<file path="config.mk">
export PLATFORM = sky130hd
export DESIGN_NAME = source_tokenizer_int_id
export DESIGN_NICKNAME = d
export VERILOG_FILES = /design/src/srctok_pkg.sv /design/src/srctok_core.sv /design/src/srctok_queue.sv /design/src/source_tokenizer_int_id.sv
export SDC_FILE = /design/constraint.sdc
export NUM_CORES = 2
export LEC_CHECK = 0
export BUFFER_PORTS_ARGS = -buffer_cell sky130_fd_sc_hd__buf_4
export CORE_UTILIZATION = 45
export DETAILED_ROUTE_END_ITERATION = 10
export HOLD_SLACK_MARGIN = 0.15
export SETUP_SLACK_MARGIN = 0.15
export SYNTH_ARGS = -nofsm -noshare
export SYNTH_HDL_FRONTEND = slang
export SYNTH_HIERARCHICAL = 1
export SYNTH_SLANG_ARGS = --single-unit
</file>
<file path="constraint.sdc">
create_clock -name clock -period 16.6 [get_ports clock]
set_clock_uncertainty 0.15 [all_clocks]
set_input_delay 4.15 -clock clock [delete_from_list [all_inputs] [get_ports clock]]
set_output_delay 4.15 -clock clock [all_outputs]
set_load 0.005 [all_outputs]
</file>
<file path="src/srctok_pkg.sv">
// Shared types, character codes and helpers for the source tokenizer.
// No dependencies; imported by every module of the block.
package srctok_pkg;

   // Position counters and integer accumulator widths
   localparam int POS_BITS   = 16;
   localparam int VALUE_BITS = 64;
   localparam int BASE_BITS  = 5;

   // Character codes used by the classifier
   localparam logic [7:0] CH_TAB    = 8'h09;
   localparam logic [7:0] CH_NL     = 8'h0A;
   localparam logic [7:0] CH_SPACE  = 8'h20;
   localparam logic [7:0] CH_SEMI   = 8'h3B;
   localparam logic [7:0] CH_RBRACE = 8'h7D;

   // Radix limits and reset value
   localparam logic [BASE_BITS-1:0] BASE_MIN   = BASE_BITS'(2);
   localparam logic [BASE_BITS-1:0] BASE_MAX   = BASE_BITS'(16);
   localparam logic [BASE_BITS-1:0] BASE_RESET = BASE_BITS'(10);

   typedef logic [POS_BITS-1:0]   pos_type;
   typedef logic [VALUE_BITS-1:0] value_type;

   typedef enum logic [0:0] {
      IN_CHAR = 1'b0,
      IN_END  = 1'b1
   } in_kind_type;

   typedef enum logic [2:0] {
      RK_IDCHAR   = 3'd0,
      RK_IDEND    = 3'd1,
      RK_INT      = 3'd2,
      RK_DELIM    = 3'd3,
      RK_BADCHAR  = 3'd4,
      RK_BADDIGIT = 3'd5,
      RK_END      = 3'd6
   } result_kind_type;

   typedef struct packed {
      in_kind_type kind;
      logic [7:0]  char_code;
   } req_word_type;

   typedef struct packed {
      result_kind_type result_kind;
      logic [7:0]      char_code_res;
      value_type       int_value;
      logic            overflow;
      pos_type         token_line;
      pos_type         token_column;
      logic            last;
   } rsp_word_type;

   // Up to two result words written into the queue per accepted byte
   typedef struct packed {
      logic [1:0]   count;
      rsp_word_type word0;
      rsp_word_type word1;
   } push_type;

   // Step a position, holding at the top value
   function automatic pos_type sat_inc(input pos_type v);
      return (v == '1) ? v : v + POS_BITS'(1);
   endfunction

   // Digit value of '0'..'9' and 'a'..'f': {valid, value}
   function automatic logic [4:0] digit_value(input logic [7:0] c);
      logic [4:0] r;
      r = 5'd0;
      if (c inside {["0":"9"]}) begin
         r = {1'b1, 4'(c - 8'h30)};
      end else if (c inside {["a":"f"]}) begin
         r = {1'b1, 4'(c - 8'h57)};
      end
      return r;
   endfunction

   // Assemble a result word with last clear
   function automatic rsp_word_type make_word(input result_kind_type k,
                                              input logic [7:0] ch,
                                              input value_type val,
                                              input logic ovf,
                                              input pos_type line,
                                              input pos_type col);
      rsp_word_type w;
      w.result_kind   = k;
      w.char_code_res = ch;
      w.int_value     = val;
      w.overflow      = ovf;
      w.token_line    = line;
      w.token_column  = col;
      w.last          = 1'b0;
      return w;
   endfunction

endpackage

</file>
<file path="src/srctok_core.sv">
// Lexer state and single-pass classification of one source byte.
// Depends on srctok_pkg; feeds up to two result words to the queue.
module srctok_core (
   input  logic                            clock,
   input  logic                            reset,
   input  logic                            step,
   input  srctok_pkg::req_word_type        item,
   input  logic                            csr_write_en,
   input  logic [srctok_pkg::BASE_BITS-1:0] csr_write_data,
   output srctok_pkg::push_type            push
);
   import srctok_pkg::*;

   localparam int WIDE_BITS = VALUE_BITS + BASE_BITS;

   typedef enum logic [1:0] {
      MODE_IDLE = 2'd0,
      MODE_INT  = 2'd1,
      MODE_ID   = 2'd2
   } mode_type;

   mode_type             mode_ff,  mode_in;
   value_type            acc_ff,   acc_in;
   logic                 ovf_ff,   ovf_in;
   pos_type              line_ff,  line_in;
   pos_type              col_ff,   col_in;
   pos_type              sline_ff, sline_in;
   pos_type              scol_ff,  scol_in;
   logic [BASE_BITS-1:0] base_ff;

   logic [BASE_BITS-1:0] base_eff;
   logic [4:0]           dig;
   value_type            acc_src;
   logic                 ovf_src;
   logic [WIDE_BITS-1:0] prod;
   logic [7:0]           c;

   assign c = item.char_code;

   // Clamp the radix into 2..16
   always_comb begin
      if (base_ff < BASE_MIN) begin
         base_eff = BASE_MIN;
      end else if (base_ff > BASE_MAX) begin
         base_eff = BASE_MAX;
      end else begin
         base_eff = base_ff;
      end
   end

   // Multiply-add for the next digit; a fresh integer starts from zero
   assign dig     = digit_value(c);
   assign acc_src = (mode_ff == MODE_INT) ? acc_ff : '0;
   assign ovf_src = (mode_ff == MODE_INT) ? ovf_ff : 1'b0;
   assign prod    = WIDE_BITS'(acc_src) * WIDE_BITS'(base_eff) + WIDE_BITS'(dig[3:0]);

   // Classify the byte and work out the next state and results
   always_comb begin
      logic         close_v;
      logic         act_v;
      logic         do_idle;
      logic         do_digit;
      rsp_word_type close_w;
      rsp_word_type act_w;

      close_v  = 1'b0;
      act_v    = 1'b0;
      do_idle  = 1'b0;
      do_digit = 1'b0;
      close_w  = make_word(RK_INT, 8'd0, acc_ff, ovf_ff, sline_ff, scol_ff);
      act_w    = make_word(RK_END, 8'd0, '0, 1'b0, line_ff, col_ff);
      mode_in  = mode_ff;
      acc_in   = acc_ff;
      ovf_in   = ovf_ff;
      line_in  = line_ff;
      col_in   = col_ff;
      sline_in = sline_ff;
      scol_in  = scol_ff;

      // Close an open token ahead of whatever the byte does next
      if (mode_ff == MODE_ID) begin
         close_w = make_word(RK_IDEND, 8'd0, '0, 1'b0, sline_ff, scol_ff);
      end

      if (item.kind == IN_END) begin
         close_v = (mode_ff == MODE_INT) || (mode_ff == MODE_ID);
         act_v   = 1'b1;
         mode_in = MODE_IDLE;
         line_in = POS_BITS'(1);
         col_in  = POS_BITS'(1);
      end else begin
         case (mode_ff)
            MODE_INT: begin
               if (dig[4]) begin
                  do_digit = 1'b1;
               end else begin
                  close_v = 1'b1;
                  mode_in = MODE_IDLE;
                  do_idle = 1'b1;
               end
            end
            MODE_ID: begin
               if (c == CH_SEMI || c == CH_RBRACE || !(c inside {[8'd33:8'd126]})) begin
                  close_v = 1'b1;
                  mode_in = MODE_IDLE;
                  do_idle = 1'b1;
               end else begin
                  act_v  = 1'b1;
                  act_w  = make_word(RK_IDCHAR, c, '0, 1'b0, sline_ff, scol_ff);
                  col_in = sat_inc(col_ff);
               end
            end
            default: begin
               mode_in = MODE_IDLE;
               do_idle = 1'b1;
            end
         endcase

         // Byte seen between tokens
         if (do_idle) begin
            if (c == CH_SPACE || c == CH_TAB) begin
               col_in = sat_inc(col_ff);
            end else if (c == CH_NL) begin
               line_in = sat_inc(line_ff);
               col_in  = POS_BITS'(1);
            end else if (c inside {[8'd11:8'd13]}) begin
               col_in = col_ff;
            end else if (c inside {["0":"9"]}) begin
               sline_in = line_ff;
               scol_in  = col_ff;
               do_digit = 1'b1;
            end else if (c == CH_SEMI || c == CH_RBRACE) begin
               act_v  = 1'b1;
               act_w  = make_word(RK_DELIM, c, '0, 1'b0, line_ff, col_ff);
               col_in = sat_inc(col_ff);
            end else if (c inside {[8'd33:8'd126]}) begin
               sline_in = line_ff;
               scol_in  = col_ff;
               mode_in  = MODE_ID;
               act_v    = 1'b1;
               act_w    = make_word(RK_IDCHAR, c, '0, 1'b0, line_ff, col_ff);
               col_in   = sat_inc(col_ff);
            end else begin
               act_v = 1'b1;
               act_w = make_word(RK_BADCHAR, c, '0, 1'b0, line_ff, col_ff);
            end
         end

         // Accumulate a digit, or drop the integer on a bad one
         if (do_digit) begin
            if (BASE_BITS'(dig[3:0]) >= base_eff) begin
               act_v   = 1'b1;
               act_w   = make_word(RK_BADDIGIT, c, '0, 1'b0, line_ff, col_ff);
               mode_in = MODE_IDLE;
            end else begin
               acc_in  = prod[VALUE_BITS-1:0];
               ovf_in  = ovf_src | (|prod[WIDE_BITS-1:VALUE_BITS]);
               col_in  = sat_inc(col_ff);
               mode_in = MODE_INT;
            end
         end
      end

      // Pack the words in order and mark the final one
      push.word0      = close_v ? close_w : act_w;
      push.word0.last = !(close_v && act_v);
      push.word1      = act_w;
      push.word1.last = 1'b1;
      push.count      = step ? (2'(close_v) + 2'(act_v)) : 2'd0;
   end

   // Hold lexer state; advance on each accepted word
   always_ff @(posedge clock) begin
      if (reset) begin
         mode_ff  <= MODE_IDLE;
         acc_ff   <= '0;
         ovf_ff   <= 1'b0;
         line_ff  <= POS_BITS'(1);
         col_ff   <= POS_BITS'(1);
         sline_ff <= POS_BITS'(1);
         scol_ff  <= POS_BITS'(1);
         base_ff  <= BASE_RESET;
      end else begin
         if (csr_write_en) begin
            base_ff <= csr_write_data;
         end
         if (step) begin
            mode_ff  <= mode_in;
            acc_ff   <= acc_in;
            ovf_ff   <= ovf_in;
            line_ff  <= line_in;
            col_ff   <= col_in;
            sline_ff <= sline_in;
            scol_ff  <= scol_in;
         end
      end
   end

endmodule

</file>
<file path="src/srctok_queue.sv">
// Four-word result queue: takes up to two words per cycle, hands out one when the reader is ready.
// Depends on srctok_pkg for the word and push types.
module srctok_queue (
   input  logic                     clock,
   input  logic                     reset,
   input  srctok_pkg::push_type     push,
   output logic                     in_ready,
   output logic                     rsp_valid,
   input  logic                     rsp_ready,
   output srctok_pkg::rsp_word_type rsp_data
);
   import srctok_pkg::*;

   localparam int DEPTH   = 4;
   localparam int PTR_W   = $clog2(DEPTH);
   localparam int COUNT_W = $clog2(DEPTH + 1);

   rsp_word_type       mem [DEPTH];
   logic [PTR_W-1:0]   wr_ptr_ff, wr_ptr_in;
   logic [PTR_W-1:0]   rd_ptr_ff, rd_ptr_in;
   logic [COUNT_W-1:0] count_ff,  count_in;
   logic               pop;

   assign pop       = rsp_valid && rsp_ready;
   assign rsp_valid = (count_ff != '0);
   assign rsp_data  = mem[rd_ptr_ff];
   assign in_ready  = (count_ff <= COUNT_W'(DEPTH - 2));

   assign wr_ptr_in = wr_ptr_ff + PTR_W'(push.count);
   assign rd_ptr_in = rd_ptr_ff + PTR_W'(pop);
   assign count_in  = count_ff + COUNT_W'(push.count) - COUNT_W'(pop);

   // Store incoming words
   always_ff @(posedge clock) begin
      if (push.count != 2'd0) begin
         mem[wr_ptr_ff] <= push.word0;
      end
      if (push.count == 2'd2) begin
         mem[wr_ptr_ff + PTR_W'(1)] <= push.word1;
      end
   end

   // Advance pointers and fill level
   always_ff @(posedge clock) begin
      if (reset) begin
         wr_ptr_ff <= '0;
         rd_ptr_ff <= '0;
         count_ff  <= '0;
      end else begin
         wr_ptr_ff <= wr_ptr_in;
         rd_ptr_ff <= rd_ptr_in;
         count_ff  <= count_in;
      end
   end

endmodule

</file>
<file path="src/source_tokenizer_int_id.sv">
// Integer and identifier tokenizer with line and column tracking.
// A result word is registered in the result queue before it is offered on the output.
// One byte per cycle is taken while the four-word result queue holds at most two words;
// the output port moves one word per cycle while rsp_ready is high, so a byte that yields
// two words hands them out one after the other.
// Reset (synchronous): between tokens, line and column 1, radix 10, queue empty.
module source_tokenizer_int_id (
   input  logic                             clock,
   input  logic                             reset,
   input  logic                             req_valid,
   output logic                             req_ready,
   input  srctok_pkg::req_word_type         req_data,
   output logic                             rsp_valid,
   input  logic                             rsp_ready,
   output srctok_pkg::rsp_word_type         rsp_data,
   input  logic                             csr_write_en,
   input  logic [srctok_pkg::BASE_BITS-1:0] csr_write_data
);
   import srctok_pkg::*;

   push_type push;
   logic     step;

   // Accept a word whenever the queue has room for two results
   assign step = req_valid && req_ready;

   srctok_core u_core (
      .clock          (clock),
      .reset          (reset),
      .step           (step),
      .item           (req_data),
      .csr_write_en   (csr_write_en),
      .csr_write_data (csr_write_data),
      .push           (push)
   );

   srctok_queue u_queue (
      .clock     (clock),
      .reset     (reset),
      .push      (push),
      .in_ready  (req_ready),
      .rsp_valid (rsp_valid),
      .rsp_ready (rsp_ready),
      .rsp_data  (rsp_data)
   );

endmodule

</file>
==> impl_metrics.env <==
export IMPL_crit_path_start_kind="primary input"
export IMPL_post_cts_resized=0
export IMPL_fp_dieW_um=305
export IMPL_met3_usage_pct=3.18
export IMPL_cts_hold_buf=0
export IMPL_cts_tree="done"
export IMPL_p_leak_nw=18.5
export IMPL_grt_overflow=0
export IMPL_grtUsageTotal_pct=22.8
export IMPL_crit_type="in -> reg"
export IMPL_status="complete, no violations"
export IMPL_die_h_um=305
export IMPL_layout_common_cells="436 x edfxtp_1, 384 x nor2_1, 351 x mux2_2, 300 x inv_1, 278 x nand2_1"
export IMPL_r2r_end="u_queue/mem[1][72]"
export IMPL_final_core_util_pct=49.9
export IMPL_routed_via_density=5.64
export IMPL_pin_count=130
export IMPL_grt_pass1_wl_um=166000
export IMPL_cts_buffers=70
export IMPL_yosys_cell_types_count=94
export IMPL_crit_family="simple AND/OR/NAND/NOR gates"
export IMPL_worstHoldPathType="reg -> reg"
export IMPL_crit_buf_inv=5
export IMPL_place_area_um2=42900
export IMPL_preCtsSetupSlack_ns=5.46
export IMPL_finalSetupViolations=0
export IMPL_clk_latency_ns=0.62
export IMPL_fin_crit_ns=10.53
export IMPL_rr_startpoint="u_core/base_ff[4]"
export IMPL_dr_total_vias=28100
export IMPL_synth_edf_count=436
export IMPL_holdWs_ns=0.337
export IMPL_worstPathMaxFanout=49
export IMPL_ys_seq_elements=579
export IMPL_rsz0062_at_grt="no"
export IMPL_layout_commonest_cell="edfxtp_1"
export IMPL_final_nets=4112
export IMPL_drt_iter0_markers=1867
export IMPL_antenna_found_initial=9
export IMPL_critPathSlowestCell="a2111oi_4"
export IMPL_cp_startpoint="req_data[1]"
export IMPL_io_buffer_count=129
export IMPL_dr_pass1_iters=6
export IMPL_setup_ws_ns=6.07
export IMPL_hold_viol_final=0
export IMPL_drt_drc_violations_left=0
export IMPL_drv_slew=0
export IMPL_first_global_vias=28500
export IMPL_die_area_um2=93100
export IMPL_h_tree_depth=3
export IMPL_endpoint="u_queue/mem[1][72]"
export IMPL_postRouteAntennaNets=0
export IMPL_rows=110
export IMPL_synth_cells=3741
export IMPL_grtUsageMet2_pct=35.9
export IMPL_clock_sinks=579
export IMPL_netlist_area_um2=41300
export IMPL_max_freq_mhz=95.0
export IMPL_final_period_utilization_pct=63.4
export IMPL_maxCapViolCount=0
export IMPL_end_kind="flop"
export IMPL_path_cells="buf_4 > inv_1 > ha_1 > o21bai_1 > a2111oi_4 > nand2_1 > o21ai_0 > inv_1 > ha_1 > nand2b_1 > a21o_1 > a21o_1 > a21o_1 > and2_1 > nand2_2 > nand2b_1 > nand2b_1 > ha_1 > and2_1 > mux2i_1 > nor2_4 > buf_4 > buf_4"
export IMPL_slowest_delay_ns=0.79
export IMPL_cp_depth=23
export IMPL_clockBufferDepth=3
export IMPL_use_met1_pct=33.5
export IMPL_hpwl_um=70000
export IMPL_syn_avg_cell_area_um2=11.1
export IMPL_wirelength_um=106000
export IMPL_synthFlopType="edfxtp_1"
export IMPL_powerDensity_nw_per_um2=91.0
export IMPL_r2r_setup_slack_ns=9.07
export IMPL_fin_setup_tns_ns=0
export IMPL_ys_warnings_count=6
export IMPL_wl_per_cell_um=21.2
export IMPL_cp_arrival_ns=10.61
export IMPL_root_buffer="clkbuf_16"
export IMPL_grt_max_degree=75
export IMPL_grt_busiest_layer="met2"
export IMPL_place_congestion=0.851
export IMPL_clk_pin_slew_worst_paths_ns=0.05
export IMPL_coreArea_um2=90600
export IMPL_rr_worst_depth=20
export IMPL_layout_drive_gt1_share_pct=20.8
export IMPL_floorplan_initialDensity_pct=45.7
export IMPL_async_reset_ff_share_pct=0
export IMPL_relSlewSlack_pct=30.4
export IMPL_cts_setup_buffers=0
export IMPL_required_ns=16.68
export IMPL_syn_to_final_growth_pct=9.24
export IMPL_vdd_ir_drop_worst_mv=0.0750
export IMPL_ys_seq_area_share_pct=38.6
export IMPL_final_area_um2=45200
export IMPL_worst_pin_slew_ns=1.04
export IMPL_n_antenna_cell=0
synth_stat cells, drive strengths merged, types with 15 or more instances:
cell    number  area share (%)
mux2       500              14
edfxtp     436              32
nor2       387             3.5
inv        302             2.7
nand2      280             2.5
fa         191             9.2
a21oi      167             2.0
buf        166             2.6
ha         153             4.6
dfxtp      143             6.9
clkbuf     132             1.2
mux4       109             5.9
o21ai       96             1.2
and2        94             1.4
and3        75             1.1
nand3       59            0.71
a21o        41            0.74
mux2i       39            0.94
xnor2       38            0.80
xor2        37            0.78
nor3        31            0.47
nand4       24            0.36
nor2b       19            0.29
a31oi       15            0.23
nand2b      15            0.23
o21a        15            0.27
area by class of cell:
cell class	instances	area, µm²
clock buffers	89	1910
multi-input cells	2626	23000
repair buffers	170	1280
clock inverters	35	364
fillers	8086	45400
well taps	1176	1470
inverters	302	1130
flip-flops and latches	579	16000
worst min-delay path, cell delays in order, from the launching register on:
cell and delay (ns):
dfxtp_1 0.33, nand2_1 0.06, a21oi_1 0.05
worst min-delay path by stage:
stage | depth (start not counted) | slack [ns] | from | to
6_report | 2 | 0.34 | u_core/acc_ff[7] | u_core/acc_ff[7]
5_1_grt | 2 | 0.36 | u_core/acc_ff[7] | u_core/acc_ff[7]
4_1_cts | 2 | 0.33 | u_core/acc_ff[9] | u_core/acc_ff[9]
3_5_place_dp | 2 | 0.32 | u_core/acc_ff[9] | u_core/acc_ff[9]
3_3_place_gp | 2 | 0.32 | u_core/base_ff[4] | u_core/base_ff[4]
2_1_floorplan | 2 | 0.30 | u_core/acc_ff[12] | u_core/acc_ff[12]
metal layers:
metal	part of all wire, %	wire length (µm)	up-vias
met2	45	47600	766
li1	-	-	13100
met5	0.058	61	-
met3	5.9	6190	121
met4	1.5	1540	8
met1	48	50300	14100
cells by family (layout without fill, tap and decap cells):
logic type / count (synthesis) / after routing / share of synthesized area, %
muxes: 648 / 648 / 20.6
adders and majority gates: 344 / 344 / 13.9
DFF: 579 / 579 / 38.6
AOI/OAI and AO/OA: 455 / 455 / 7.00
and+or+nand+nor: 1036 / 1036 / 11.7
other: 2 / 66 / 0.0182
buffers and inverters: 600 / 596 / 6.53
xor gates and xnor gates: 77 / 77 / 1.70
power by group:
group	total [mW]	switching, mW	leakage [nW]	internal (mW)
Sequential	1.77	0.0707	5.01	1.70
Clock	1.53	0.632	1.11	0.899
Combinational	0.809	0.412	12.4	0.398
state kept, by name, summed over array words and instances (netlist names):
signal,cells
u_core/sline_ff,16
u_core/base_ff,5
u_core/mode_ff,2
u_queue/mem,436
u_queue/rd_ptr_ff,2
u_core/scol_ff,16
u_core/col_ff,16
u_queue/wr_ptr_ff,2
u_core/line_ff,16
u_core/ovf_ff,1
u_core/acc_ff,64
u_queue/count_ff,3
metrics by stage:
step | std cells | power, mW
2_1_floorplan | 3805 | 2.26
3_3_place_gp | 4853 | 2.62
3_5_place_dp | 4853 | 2.63
4_1_cts | 4977 | 4.16
5_1_grt | 4977 | 4.26
6_report | 4977 | 4.11
(Power assumes the default switching activity.)
